## src/rtl/copf_pkg.sv

```systemverilog
// Package for the cascaded one-pole resonant filter.
// Holds field widths, register indexes, reset values, the controller/datapath
// command and status structs and the saturation helpers. No dependencies.
package copf_pkg;

  localparam int unsigned SAMPLE_W   = 24;
  localparam int unsigned STAGE_W    = 32;
  localparam int unsigned COEF_W     = 16;
  localparam int unsigned KR_W       = 18;
  localparam int unsigned CFG_IDX_W  = 2;
  localparam int unsigned CFG_DATA_W = 16;

  localparam int unsigned MUL_COEF_W = 19;
  localparam int unsigned MUL_OP_W   = 34;
  localparam int unsigned PROD_W     = 53;
  localparam int unsigned ACC_W      = 38;

  localparam int unsigned NUM_STAGES_DEF   = 4;
  localparam int unsigned NUM_CHANNELS_DEF = 2;

  localparam logic [CFG_IDX_W-1:0] CFG_FILTER_MODE    = 2'd0;
  localparam logic [CFG_IDX_W-1:0] CFG_CUTOFF_COEFF   = 2'd1;
  localparam logic [CFG_IDX_W-1:0] CFG_RESONANCE_GAIN = 2'd2;

  localparam logic MODE_LOWPASS  = 1'b0;
  localparam logic MODE_HIGHPASS = 1'b1;

  localparam logic [COEF_W-1:0] CUTOFF_RESET    = 16'h8000;
  localparam logic [COEF_W-1:0] RESONANCE_RESET = 16'h0000;
  localparam logic [COEF_W:0]   UNITY_Q16       = 17'h10000;

  typedef struct packed {
    logic take_in;
    logic rd_first;
    logic ld_first;
    logic mul_a;
    logic mul_b;
    logic write_back;
    logic out_load;
  } copf_cmd_t;

  typedef struct packed {
    logic last_stage;
    logic out_free;
  } copf_sts_t;

  function automatic logic signed [STAGE_W-1:0] sat32(input logic signed [ACC_W-1:0] v);
    logic signed [STAGE_W-1:0] r;
    if ((v[ACC_W-1:STAGE_W-1] == '0) || (v[ACC_W-1:STAGE_W-1] == '1)) begin
      r = v[STAGE_W-1:0];
    end else if (v[ACC_W-1]) begin
      r = {1'b1, {(STAGE_W-1){1'b0}}};
    end else begin
      r = {1'b0, {(STAGE_W-1){1'b1}}};
    end
    return r;
  endfunction

  function automatic logic signed [SAMPLE_W-1:0] sat24(input logic signed [STAGE_W-1:0] v);
    logic signed [SAMPLE_W-1:0] r;
    if ((v[STAGE_W-1:SAMPLE_W-1] == '0) || (v[STAGE_W-1:SAMPLE_W-1] == '1)) begin
      r = v[SAMPLE_W-1:0];
    end else if (v[STAGE_W-1]) begin
      r = {1'b1, {(SAMPLE_W-1){1'b0}}};
    end else begin
      r = {1'b0, {(SAMPLE_W-1){1'b1}}};
    end
    return r;
  endfunction

endpackage

```

## src/rtl/cascaded_one_pole_resonant_filter.sv

```systemverilog
// Top level of the cascaded one-pole resonant filter.
// Holds the configuration registers and the k*r product, and joins copf_ctrl
// and copf_dp. Depends on copf_pkg, copf_ctrl and copf_dp.
//
// Usage: each request on the s_axis channel carries one signed 24-bit sample
// and a channel number. The sample runs through NUM_STAGES one-pole stages of
// that channel, lowest stage first, and one request on m_axis returns the new
// last-stage value saturated to 24 bits together with the channel.
// Configuration is written through cfg_we_i/cfg_idx_i/cfg_data_i while no
// request is in flight: index 0 selects lowpass or highpass, 1 sets k, 2 sets r.
// Flow: after acceptance the controller reads the first stage values, runs
// each stage in turn and loads the result into the output register in the
// final state; a new item is accepted only once the controller is back in
// idle after that load. Each stage needs two products on the one shared
// multiplier and a write-back to the stage memory.
// Reset clears all stage values and previous inputs and sets lowpass, k=0.5,
// r=0. When the receiver stalls, the result waits in the output register; the
// next item is still accepted and computed and then waits in the final state
// until the register is free.
module cascaded_one_pole_resonant_filter #(
  parameter int unsigned NUM_STAGES   = copf_pkg::NUM_STAGES_DEF,
  parameter int unsigned NUM_CHANNELS = copf_pkg::NUM_CHANNELS_DEF
) (
  input  logic                                clk_i,
  input  logic                                rst_ni,
  input  logic                                s_axis_tvalid,
  output logic                                s_axis_tready,
  input  logic [copf_pkg::SAMPLE_W-1:0]       s_axis_tdata,   // [23:0] sample_in
  input  logic [0:0]                          s_axis_tuser,   // [0] channel_in
  output logic                                m_axis_tvalid,
  input  logic                                m_axis_tready,
  output logic [copf_pkg::SAMPLE_W-1:0]       m_axis_tdata,   // [23:0] sample_out
  output logic [0:0]                          m_axis_tuser,   // [0] channel_out
  input  logic                                cfg_we_i,
  input  logic [copf_pkg::CFG_IDX_W-1:0]      cfg_idx_i,
  input  logic [copf_pkg::CFG_DATA_W-1:0]     cfg_data_i
);

  logic                          mode_q, mode_d;
  logic [copf_pkg::COEF_W-1:0]   cutoff_q, cutoff_d;
  logic [copf_pkg::COEF_W-1:0]   res_q, res_d;
  logic [copf_pkg::KR_W-1:0]     kr_q;
  logic [31:0]                   kr_sum;

  copf_pkg::copf_cmd_t cmd;
  copf_pkg::copf_sts_t sts;

  logic signed [copf_pkg::SAMPLE_W-1:0] sample_out;
  logic                                 channel_out;

  always_comb begin
    mode_d   = mode_q;
    cutoff_d = cutoff_q;
    res_d    = res_q;
    if (cfg_we_i) begin
      case (cfg_idx_i)
        copf_pkg::CFG_FILTER_MODE:    mode_d   = cfg_data_i[0];
        copf_pkg::CFG_CUTOFF_COEFF:   cutoff_d = cfg_data_i;
        copf_pkg::CFG_RESONANCE_GAIN: res_d    = cfg_data_i;
        default: begin
        end
      endcase
    end
  end

  assign kr_sum = cutoff_q * res_q + 32'd8192;

  always_ff @(posedge clk_i or negedge rst_ni) begin
    if (!rst_ni) begin
      mode_q   <= copf_pkg::MODE_LOWPASS;
      cutoff_q <= copf_pkg::CUTOFF_RESET;
      res_q    <= copf_pkg::RESONANCE_RESET;
      kr_q     <= '0;
    end else begin
      mode_q   <= mode_d;
      cutoff_q <= cutoff_d;
      res_q    <= res_d;
      kr_q     <= kr_sum[31:14];
    end
  end

  copf_ctrl u_ctrl (
    .clk_i      (clk_i),
    .rst_ni     (rst_ni),
    .in_valid_i (s_axis_tvalid),
    .in_ready_o (s_axis_tready),
    .sts_i      (sts),
    .cmd_o      (cmd)
  );

  copf_dp #(
    .NUM_STAGES   (NUM_STAGES),
    .NUM_CHANNELS (NUM_CHANNELS)
  ) u_dp (
    .clk_i          (clk_i),
    .rst_ni         (rst_ni),
    .cmd_i          (cmd),
    .sts_o          (sts),
    .filter_mode_i  (mode_q),
    .cutoff_coeff_i (cutoff_q),
    .kr_i           (kr_q),
    .sample_in_i    (s_axis_tdata),
    .channel_in_i   (s_axis_tuser[0]),
    .out_ready_i    (m_axis_tready),
    .out_valid_o    (m_axis_tvalid),
    .sample_out_o   (sample_out),
    .channel_out_o  (channel_out)
  );

  assign m_axis_tdata    = sample_out;
  assign m_axis_tuser[0] = channel_out;

endmodule

```

## src/rtl/copf_ctrl.sv

```systemverilog
// Sequencing state machine of the cascaded one-pole resonant filter.
// Drives the datapath through copf_pkg::copf_cmd_t and reads copf_pkg::copf_sts_t.
// Depends on copf_pkg.
module copf_ctrl (
  input  logic                clk_i,
  input  logic                rst_ni,
  input  logic                in_valid_i,
  output logic                in_ready_o,
  input  copf_pkg::copf_sts_t sts_i,
  output copf_pkg::copf_cmd_t cmd_o
);

  typedef enum logic [6:0] {
    S_IDLE = 7'b0000001,
    S_RD0  = 7'b0000010,
    S_LD0  = 7'b0000100,
    S_MUL1 = 7'b0001000,
    S_MUL2 = 7'b0010000,
    S_WB   = 7'b0100000,
    S_FIN  = 7'b1000000
  } state_e;

  state_e state_q, state_d;

  assign in_ready_o = (state_q == S_IDLE);

  always_comb begin
    state_d = state_q;
    cmd_o   = '0;
    case (state_q)
      S_IDLE: begin
        if (in_valid_i) begin
          cmd_o.take_in = 1'b1;
          state_d       = S_RD0;
        end
      end
      S_RD0: begin
        cmd_o.rd_first = 1'b1;
        state_d        = S_LD0;
      end
      S_LD0: begin
        cmd_o.ld_first = 1'b1;
        state_d        = S_MUL1;
      end
      S_MUL1: begin
        cmd_o.mul_a = 1'b1;
        state_d     = S_MUL2;
      end
      S_MUL2: begin
        cmd_o.mul_b = 1'b1;
        state_d     = S_WB;
      end
      S_WB: begin
        cmd_o.write_back = 1'b1;
        state_d          = sts_i.last_stage ? S_FIN : S_MUL1;
      end
      S_FIN: begin
        if (sts_i.out_free) begin
          cmd_o.out_load = 1'b1;
          state_d        = S_IDLE;
        end
      end
      default: begin
        state_d = S_IDLE;
      end
    endcase
  end

  always_ff @(posedge clk_i or negedge rst_ni) begin
    if (!rst_ni) begin
      state_q <= S_IDLE;
    end else begin
      state_q <= state_d;
    end
  end

`ifndef NO_ASSERTIONS
  a_last_wb_to_fin: assert property (@(posedge clk_i) disable iff (!rst_ni)
    (state_q == S_WB && sts_i.last_stage) |=> (state_q == S_FIN))
    else $error("last write-back not followed by the final state");

  a_load_only_when_free: assert property (@(posedge clk_i) disable iff (!rst_ni)
    cmd_o.out_load |-> sts_i.out_free)
    else $error("output register loaded while still occupied");
`endif

endmodule

```

## src/rtl/copf_dp.sv

```systemverilog
// Datapath of the cascaded one-pole resonant filter: stage memory with valid
// bits, previous-input registers, one shared multiplier, rounding, saturation
// and the output register. Depends on copf_pkg.
module copf_dp #(
  parameter int unsigned NUM_STAGES   = copf_pkg::NUM_STAGES_DEF,
  parameter int unsigned NUM_CHANNELS = copf_pkg::NUM_CHANNELS_DEF
) (
  input  logic                                   clk_i,
  input  logic                                   rst_ni,
  input  copf_pkg::copf_cmd_t                    cmd_i,
  output copf_pkg::copf_sts_t                    sts_o,
  input  logic                                   filter_mode_i,
  input  logic [copf_pkg::COEF_W-1:0]            cutoff_coeff_i,
  input  logic [copf_pkg::KR_W-1:0]              kr_i,
  input  logic signed [copf_pkg::SAMPLE_W-1:0]   sample_in_i,
  input  logic                                   channel_in_i,
  input  logic                                   out_ready_i,
  output logic                                   out_valid_o,
  output logic signed [copf_pkg::SAMPLE_W-1:0]   sample_out_o,
  output logic                                   channel_out_o
);

  localparam int unsigned DEPTH = NUM_STAGES * NUM_CHANNELS;
  localparam int unsigned AW    = (DEPTH > 1) ? $clog2(DEPTH) : 1;
  localparam int unsigned SW    = (NUM_STAGES > 1) ? $clog2(NUM_STAGES) : 1;
  localparam int unsigned CW    = (NUM_CHANNELS > 1) ? $clog2(NUM_CHANNELS) : 1;
  localparam logic [SW:0] LAST  = (SW+1)'(NUM_STAGES - 1);

  localparam int unsigned SAMPLE_W   = copf_pkg::SAMPLE_W;
  localparam int unsigned STAGE_W    = copf_pkg::STAGE_W;
  localparam int unsigned MUL_COEF_W = copf_pkg::MUL_COEF_W;
  localparam int unsigned MUL_OP_W   = copf_pkg::MUL_OP_W;
  localparam int unsigned PROD_W     = copf_pkg::PROD_W;
  localparam int unsigned ACC_W      = copf_pkg::ACC_W;

  logic signed [SAMPLE_W-1:0] x_q;
  logic [CW-1:0]              ch_q;
  logic [SW-1:0]              stage_q;

  logic signed [STAGE_W-1:0]  stage_mem_q [DEPTH];
  logic [DEPTH-1:0]           vld_q;
  logic signed [STAGE_W-1:0]  rd_data_q;
  logic                       rd_vld_q;
  logic signed [SAMPLE_W-1:0] prev_in_q [NUM_CHANNELS];

  logic signed [STAGE_W-1:0]  cur_q, nxt_q, pnew_q, pold_q;
  logic signed [PROD_W-1:0]   prod_a_q, prod_b_q;

  logic                       out_valid_q;
  logic signed [SAMPLE_W-1:0] out_sample_q;
  logic                       out_chan_q;

  logic [SW:0]                rd_want;
  logic [SW-1:0]              rd_stage;
  logic                       rd_en;
  logic [AW-1:0]              base_addr, rd_addr, wr_addr;
  logic signed [STAGE_W-1:0]  rd_val;

  logic signed [MUL_COEF_W-1:0] mul_coef;
  logic signed [MUL_OP_W-1:0]   mul_op;
  logic signed [PROD_W-1:0]     mul_p;
  logic signed [MUL_OP_W-1:0]   cur_x, nxt_x, pnew_x, pold_x;

  logic signed [PROD_W-1:0]   acc_sum;
  logic signed [PROD_W-1:0]   acc_rnd;
  logic signed [ACC_W-1:0]    acc_pre;
  logic signed [STAGE_W-1:0]  new_val;
  logic                       last_stage;
  logic [CW-1:0]              ch_d;

  assign ch_d = (NUM_CHANNELS > 1) ? CW'(channel_in_i) : '0;

  assign last_stage       = (stage_q == LAST[SW-1:0]);
  assign sts_o.last_stage = last_stage;
  assign sts_o.out_free   = !out_valid_q || out_ready_i;

  always_comb begin
    if (cmd_i.rd_first) begin
      rd_want = '0;
    end else if (cmd_i.ld_first) begin
      rd_want = (SW+1)'(1);
    end else begin
      rd_want = {1'b0, stage_q} + (SW+1)'(2);
    end
  end

  assign rd_stage  = (rd_want > LAST) ? LAST[SW-1:0] : rd_want[SW-1:0];
  assign rd_en     = cmd_i.rd_first || cmd_i.ld_first || cmd_i.write_back;
  assign base_addr = AW'(ch_q) * AW'(NUM_STAGES);
  assign rd_addr   = base_addr + AW'(rd_stage);
  assign wr_addr   = base_addr + AW'(stage_q);
  assign rd_val    = rd_vld_q ? rd_data_q : '0;

  assign cur_x  = MUL_OP_W'(cur_q);
  assign nxt_x  = MUL_OP_W'(nxt_q);
  assign pnew_x = MUL_OP_W'(pnew_q);
  assign pold_x = MUL_OP_W'(pold_q);

  always_comb begin
    if (cmd_i.mul_a) begin
      if (filter_mode_i == copf_pkg::MODE_LOWPASS) begin
        mul_coef = MUL_COEF_W'({1'b0, cutoff_coeff_i});
        mul_op   = pnew_x - cur_x;
      end else begin
        mul_coef = MUL_COEF_W'(copf_pkg::UNITY_Q16 - {1'b0, cutoff_coeff_i});
        mul_op   = cur_x + pnew_x - pold_x;
      end
    end else begin
      mul_coef = MUL_COEF_W'({1'b0, kr_i});
      if (filter_mode_i == copf_pkg::MODE_LOWPASS) begin
        mul_op = cur_x - nxt_x;
      end else begin
        mul_op = nxt_x - cur_x;
      end
    end
  end

  assign mul_p = mul_coef * mul_op;

  assign acc_sum = prod_a_q + prod_b_q;
  assign acc_rnd = acc_sum + PROD_W'(32768);
  always_comb begin
    if (filter_mode_i == copf_pkg::MODE_LOWPASS) begin
      acc_pre = ACC_W'($signed(acc_rnd[PROD_W-1:16])) + ACC_W'(cur_q);
    end else begin
      acc_pre = ACC_W'($signed(acc_rnd[PROD_W-1:16]));
    end
  end
  assign new_val = copf_pkg::sat32(acc_pre);

  always_ff @(posedge clk_i) begin
    if (cmd_i.write_back) begin
      stage_mem_q[wr_addr] <= new_val;
    end
    if (rd_en) begin
      rd_data_q <= stage_mem_q[rd_addr];
    end
  end

  always_ff @(posedge clk_i or negedge rst_ni) begin
    if (!rst_ni) begin
      vld_q    <= '0;
      rd_vld_q <= 1'b0;
      for (int i = 0; i < int'(NUM_CHANNELS); i++) begin
        prev_in_q[i] <= '0;
      end
    end else begin
      if (cmd_i.write_back) begin
        vld_q[wr_addr] <= 1'b1;
        if (last_stage && filter_mode_i == copf_pkg::MODE_HIGHPASS) begin
          prev_in_q[ch_q] <= x_q;
        end
      end
      if (rd_en) begin
        rd_vld_q <= vld_q[rd_addr];
      end
    end
  end

  always_ff @(posedge clk_i or negedge rst_ni) begin
    if (!rst_ni) begin
      stage_q <= '0;
      ch_q    <= '0;
    end else begin
      if (cmd_i.take_in) begin
        stage_q <= '0;
        ch_q    <= ch_d;
      end else if (cmd_i.write_back && !last_stage) begin
        stage_q <= stage_q + SW'(1);
      end
    end
  end

  always_ff @(posedge clk_i) begin
    if (cmd_i.take_in) begin
      x_q <= sample_in_i;
    end
    if (cmd_i.ld_first) begin
      cur_q  <= rd_val;
      pnew_q <= STAGE_W'(x_q);
      pold_q <= STAGE_W'(prev_in_q[ch_q]);
    end
    if (cmd_i.mul_a) begin
      nxt_q    <= rd_val;
      prod_a_q <= mul_p;
    end
    if (cmd_i.mul_b) begin
      prod_b_q <= last_stage ? '0 : mul_p;
    end
    if (cmd_i.write_back) begin
      pold_q <= cur_q;
      pnew_q <= new_val;
      cur_q  <= nxt_q;
    end
  end

  always_ff @(posedge clk_i or negedge rst_ni) begin
    if (!rst_ni) begin
      out_valid_q <= 1'b0;
    end else if (cmd_i.out_load) begin
      out_valid_q <= 1'b1;
    end else if (out_ready_i) begin
      out_valid_q <= 1'b0;
    end
  end

  always_ff @(posedge clk_i) begin
    if (cmd_i.out_load) begin
      out_sample_q <= copf_pkg::sat24(pnew_q);
      out_chan_q   <= ch_q[0];
    end
  end

  assign out_valid_o   = out_valid_q;
  assign sample_out_o  = out_sample_q;
  assign channel_out_o = out_chan_q;

`ifndef NO_ASSERTIONS
  a_load_sets_valid: assert property (@(posedge clk_i) disable iff (!rst_ni)
    cmd_i.out_load |=> out_valid_q)
    else $error("result not presented after output load");

  a_stage_advances: assert property (@(posedge clk_i) disable iff (!rst_ni)
    (cmd_i.write_back && !last_stage) |=> (stage_q == SW'($past(stage_q) + SW'(1))))
    else $error("stage counter did not advance after write-back");
`endif

endmodule

```

## config.mk

```make
export PLATFORM = sky130hd
export DESIGN_NAME = cascaded_one_pole_resonant_filter
export DESIGN_NICKNAME = d
export VERILOG_FILES = /design/src/rtl/copf_pkg.sv /design/src/rtl/cascaded_one_pole_resonant_filter.sv /design/src/rtl/copf_ctrl.sv /design/src/rtl/copf_dp.sv
export SDC_FILE = /design/constraint.sdc
export NUM_CORES = 2
export LEC_CHECK = 0
export BUFFER_PORTS_ARGS = -buffer_cell sky130_fd_sc_hd__buf_2
export CAP_MARGIN = 20
export CELL_PAD_IN_SITES_DETAIL_PLACEMENT = 1
export CELL_PAD_IN_SITES_GLOBAL_PLACEMENT = 1
export CORE_MARGIN = 2
export CORE_UTILIZATION = 30
export CTS_BUF_LIST = sky130_fd_sc_hd__clkbuf_8 sky130_fd_sc_hd__clkbuf_16
export CTS_CLUSTER_DIAMETER = 100
export DETAILED_ROUTE_END_ITERATION = 6
export PLACE_DENSITY = 0.62
export SKIP_CTS_REPAIR_TIMING = 1
export SYNTH_ARGS = -nofsm -noshare
export SYNTH_HDL_FRONTEND = slang
export SYNTH_SLANG_ARGS = --single-unit
```

## constraint.sdc

```tcl
create_clock -name clk_i -period 13.8 [get_ports clk_i]
set_clock_uncertainty 0.15 [all_clocks]
set_input_delay 1.38 -clock clk_i [delete_from_list [all_inputs] [get_ports clk_i]]
set_output_delay 1.38 -clock clk_i [all_outputs]
set_load 0.05 [all_outputs]
```

==> run_results.csv <==
group,metric,value,unit
drt,detail-route-antenna-nets,0,
worst_setup_path,r2r-start,"u_dp.cur_q[1]$_DFFE_PP_",
clock_tree,cts_tree,"built",
floorplanning,initial_core_util,30.2,%
job,drv_cap,0,
worst_setup_path,critPathSlowestCell,"a311oi_1",
floorplanning,core,230000,µm²
global_routing,grt_pass1_wl,360,mm
drt,drt_iter0_drc,3481,
clock_tree,clock-sinks,690,
drt,vias,51800,
finish,final_nets,8463,
global_routing,grt_use_total,20.1,%
worst_setup_path,path_class,"reg2reg",
drt,wirelength,237,mm
worst_setup_path,worstSetupEndpoint,"u_dp.prod_b_q[37]$_SDFFCE_PP0P_",
drt,firstDrtPassIters,7,
worst_setup_path,worstReg2RegEnd,"u_dp.prod_b_q[37]$_SDFFCE_PP0P_",
hold_path,hold_path_class,"reg2reg",
place,place.gp.congestion,0.910,
global_routing,grt_antenna_before_repair,9,
timing,slew_viol_final,0,
clock_tree,cts-buffers-inserted,81,
global_routing,grt_max_degree,85,
worst_setup_path,worst_ep_arrival_time,12490,ps
place,io_buffers,74,
clock_tree,path_clk_slew,60,ps
drt,drc_errors,0,
finish,syn2layout_area_growth,9.89,%
worst_setup_path,worstPathRequired,14040,ps
finish,multi_input_area,43700,µm²
synthesis,syn_inst,7123,
synthesis,synth_ff_type,"edfxtp_1",
timing,fmax,81.7,MHz
synthesis,ys_ff_latch,690,
worst_setup_path,r2r_slack,1560,ps
global_routing,grt_pass1_vias,56600,
drt,wl_per_cell,23.3,µm
timing,hold_viol,0,
synthesis,synthesis.area_per_instance,9.75,µm²
timing,rsz0062_at_grt,"false",
synthesis,netlist_area,69400,µm²
floorplanning,die_h,485,µm
worst_setup_path,crit_top_cell,"fa_1",
synthesis,synth_edf_count,571,
timing,holdWs,322,ps
global_routing,grt_overflow,0,
timing,min_period_over_period,88.7,%
worst_setup_path,worstSetupStartpointType,"register",
timing,slew_headroom,20.0,%
finish,ff_latch_area,20100,µm²
finish,drive_gt1_share,7.33,%
clock_tree,cts_buffer_depth,3,
finish,num-fill-cells,26200,
timing,tightest_slew,1190,ps
floorplanning,io_pins,75,
drt,drt-vias-per-instance,5.09,
worst_setup_path,cp-startpoint,"u_dp.cur_q[1]$_DFFE_PP_",
synthesis,yosysUniqueCellTypes,84,
worst_setup_path,crit_fanout,9,
synthesis,yosysSeqAreaShare,29.0,%
place,hpwl,183,mm
timing,period_needed,12240,ps
synthesis,yosys_warnings,0,
place,placedCellCount,10000,
hold_path,min_from,"u_dp.vld_q[4]$_DFFE_PN0P_",
floorplanning,die_w,485,µm
floorplanning,dieArea,235000,µm²
synthesis,synth_fp_nets,8494,
timing,setup_viol,0,
floorplanning,rows,176,
worst_setup_path,ff2ff_path_depth,39,
timing,finalSetupTns,0,ps
clock_tree,clk_latency,740,ps
clock_tree,clock-root-buffer,"clkbuf_16",
outcome,outcome,"finished clean",
worst_setup_path,end_kind,"register",
clock_tree,htree_levels,3,
synthesis,synthArstFlopShare,17.2,%
finish,fin_cells,10200,
worst_setup_path,critPathMaxStageDelay,740,ps
==> critical path, delay by kind of cell (launching register included) <==
| family | cells | cell delay (ps) |
|---|---|---|
| simple gates | 4 | 790 |
| compound gates | 19 | 5720 |
| buf+inv | 6 | 450 |
| fa+ha+maj | 9 | 4170 |
| flops | 1 | 490 |
| xor+xnor | 1 | 160 |
==> placed cells by master (no fill, tap or decap), drive strengths merged, types with 13 or more instances in the layout <==
| master | synthesis | layout |
|---|---|---|
| a211oi | 40 | 40 |
| a21o | 174 | 174 |
| a21oi | 337 | 337 |
| a22oi | 13 | 13 |
| a31oi | 103 | 103 |
| and2 | 225 | 225 |
| and3 | 33 | 33 |
| buf | 33 | 194 |
| clkbuf | 275 | 87 |
| clkinv | 1 | 22 |
| dfrtp | 117 | 117 |
| edfxtp | 571 | 571 |
| fa | 801 | 801 |
| ha | 522 | 522 |
| inv | 1225 | 1257 |
| mux2 | 104 | 104 |
| mux2i | 57 | 57 |
| mux4 | 33 | 33 |
| nand2 | 931 | 931 |
| nand2b | 29 | 29 |
| nand3 | 45 | 45 |
| nand4 | 57 | 57 |
| nor2 | 404 | 404 |
| nor2b | 101 | 101 |
| nor3 | 70 | 70 |
| o211ai | 28 | 28 |
| o21a | 46 | 46 |
| o21ai | 228 | 228 |
| o21bai | 30 | 30 |
| o31ai | 24 | 24 |
| or2 | 19 | 19 |
| or3 | 19 | 19 |
| xnor2 | 162 | 162 |
| xor2 | 90 | 90 |
==> cell families after synthesis <==
| logic type | after synthesis | synth area share, % |
|---|---|---|
| adders and majority gates | 1329 | 32.6 |
| AOI/OAI and AO/OA | 1142 | 10.4 |
| and+or+nand+nor | 1982 | 13.0 |
| buffers and inverters | 1534 | 8.32 |
| muxes | 194 | 3.58 |
| xor gates and xnor gates | 252 | 3.18 |
| DFF | 690 | 29.0 |
==> synthesized netlist by cell type (8+ instances only) <==
master     instances  area, µm²
o211ai_1          28        210
nor2b_1          101        632
or3_1             19        119
a2111oi_0         12        105
and2_1           224       1400
o21bai_1          30        225
a41oi_1            8       70.1
o21ai_1           11       55.1
fa_1             801      16000
inv_1           1224       4590
or2_2             19        119
o22ai_1            9       56.3
o21ai_0          217       1090
xnor2_1          162       1420
nor4_1            11       68.8
dfrtp_1          117       2930
a31oi_1          103        644
nand4_1           57        357
nor2_1           404       1520
a21oi_1          337       1690
nand2b_1          29        181
nand3b_1           9       67.6
o21a_1            46        345
mux2_2           104       1170
and3_1            33        206
nor3_1            70        350
xor2_1            90        788
a21o_1           174       1310
mux2i_1           57        571
a311oi_1          10       87.6
o31ai_1           24        180
nand3_1           44        220
a21boi_0           9       67.6
nand2_1          931       3490
a22oi_1           13       97.6
mux4_2            33        743
nor3b_1            9       67.6
edfxtp_1         571      17100
clkbuf_1         275       1030
ha_1             522       6530
a211oi_1          37        278
buf_1             24       90.1
==> cell type report <==
| type | instances | area share, % |
|---|---|---|
| Clock buffer | 87 | 2.76 |
| Tap cell | 3026 | 4.96 |
| Timing Repair Buffer | 194 | 1.78 |
| Clock inverter | 64 | 0.735 |
| Sequential cell | 690 | 26.4 |
| Antenna cell | 3 | 0.00984 |
| Multi-Input combinational cell | 4899 | 57.3 |
| Inverter | 1226 | 6.04 |
==> routing by layer <==
metal	global-route usage, %	vias up	share of wire (%)
met2	34.4	1179	49
met5	0	-	0
li1	-	23200	-
met3	1.74	263	4.2
met1	27.2	27200	45
met4	4.92	0	2.4
==> sequential cells by signal (all words and copies together) (netlist names), 2 cells and up <==
signal,flops
u_dp.nxt_q,32
u_dp.rd_data_q,32
u_dp.stage_q,2
u_dp.x_q,24
u_dp.pnew_q,32
u_dp.cur_q,32
res_q,16
u_dp.prod_a_q,53
u_dp.prev_in_q,48
u_ctrl.state_q,7
kr_q,18
u_dp.pold_q,32
u_dp.stage_mem_q,256
u_dp.vld_q,8
cutoff_q,16
u_dp.sample_out_o,24
u_dp.prod_b_q,53
==> metrics by stage <==
step	util [%]	setup slack [ps]	area, µm²
final	33.2	1560	76300
after global routing	33.2	938	76300
after CTS	33.1	1590	76200
after detailed placement	32.0	1640	73500
after global placement	31.9	1820	73500
after floorplan	-	2340	69400
==> worst min path at each step <==
stage,endpoint,slack (ps),cells after the start
after floorplan,u_dp.vld_q[4]$_DFFE_PN0P_,280,1
after global placement,u_dp.vld_q[0]$_DFFE_PN0P_,300,1
after detailed placement,u_dp.vld_q[0]$_DFFE_PN0P_,310,1
after CTS,u_dp.vld_q[0]$_DFFE_PN0P_,320,1
after global routing,u_dp.vld_q[0]$_DFFE_PN0P_,330,1
final,u_dp.vld_q[4]$_DFFE_PN0P_,320,1
Power is left out: the tool's default activity adds up to more than one toggle a clock period on the data nets, which glitch-free logic cannot reach.
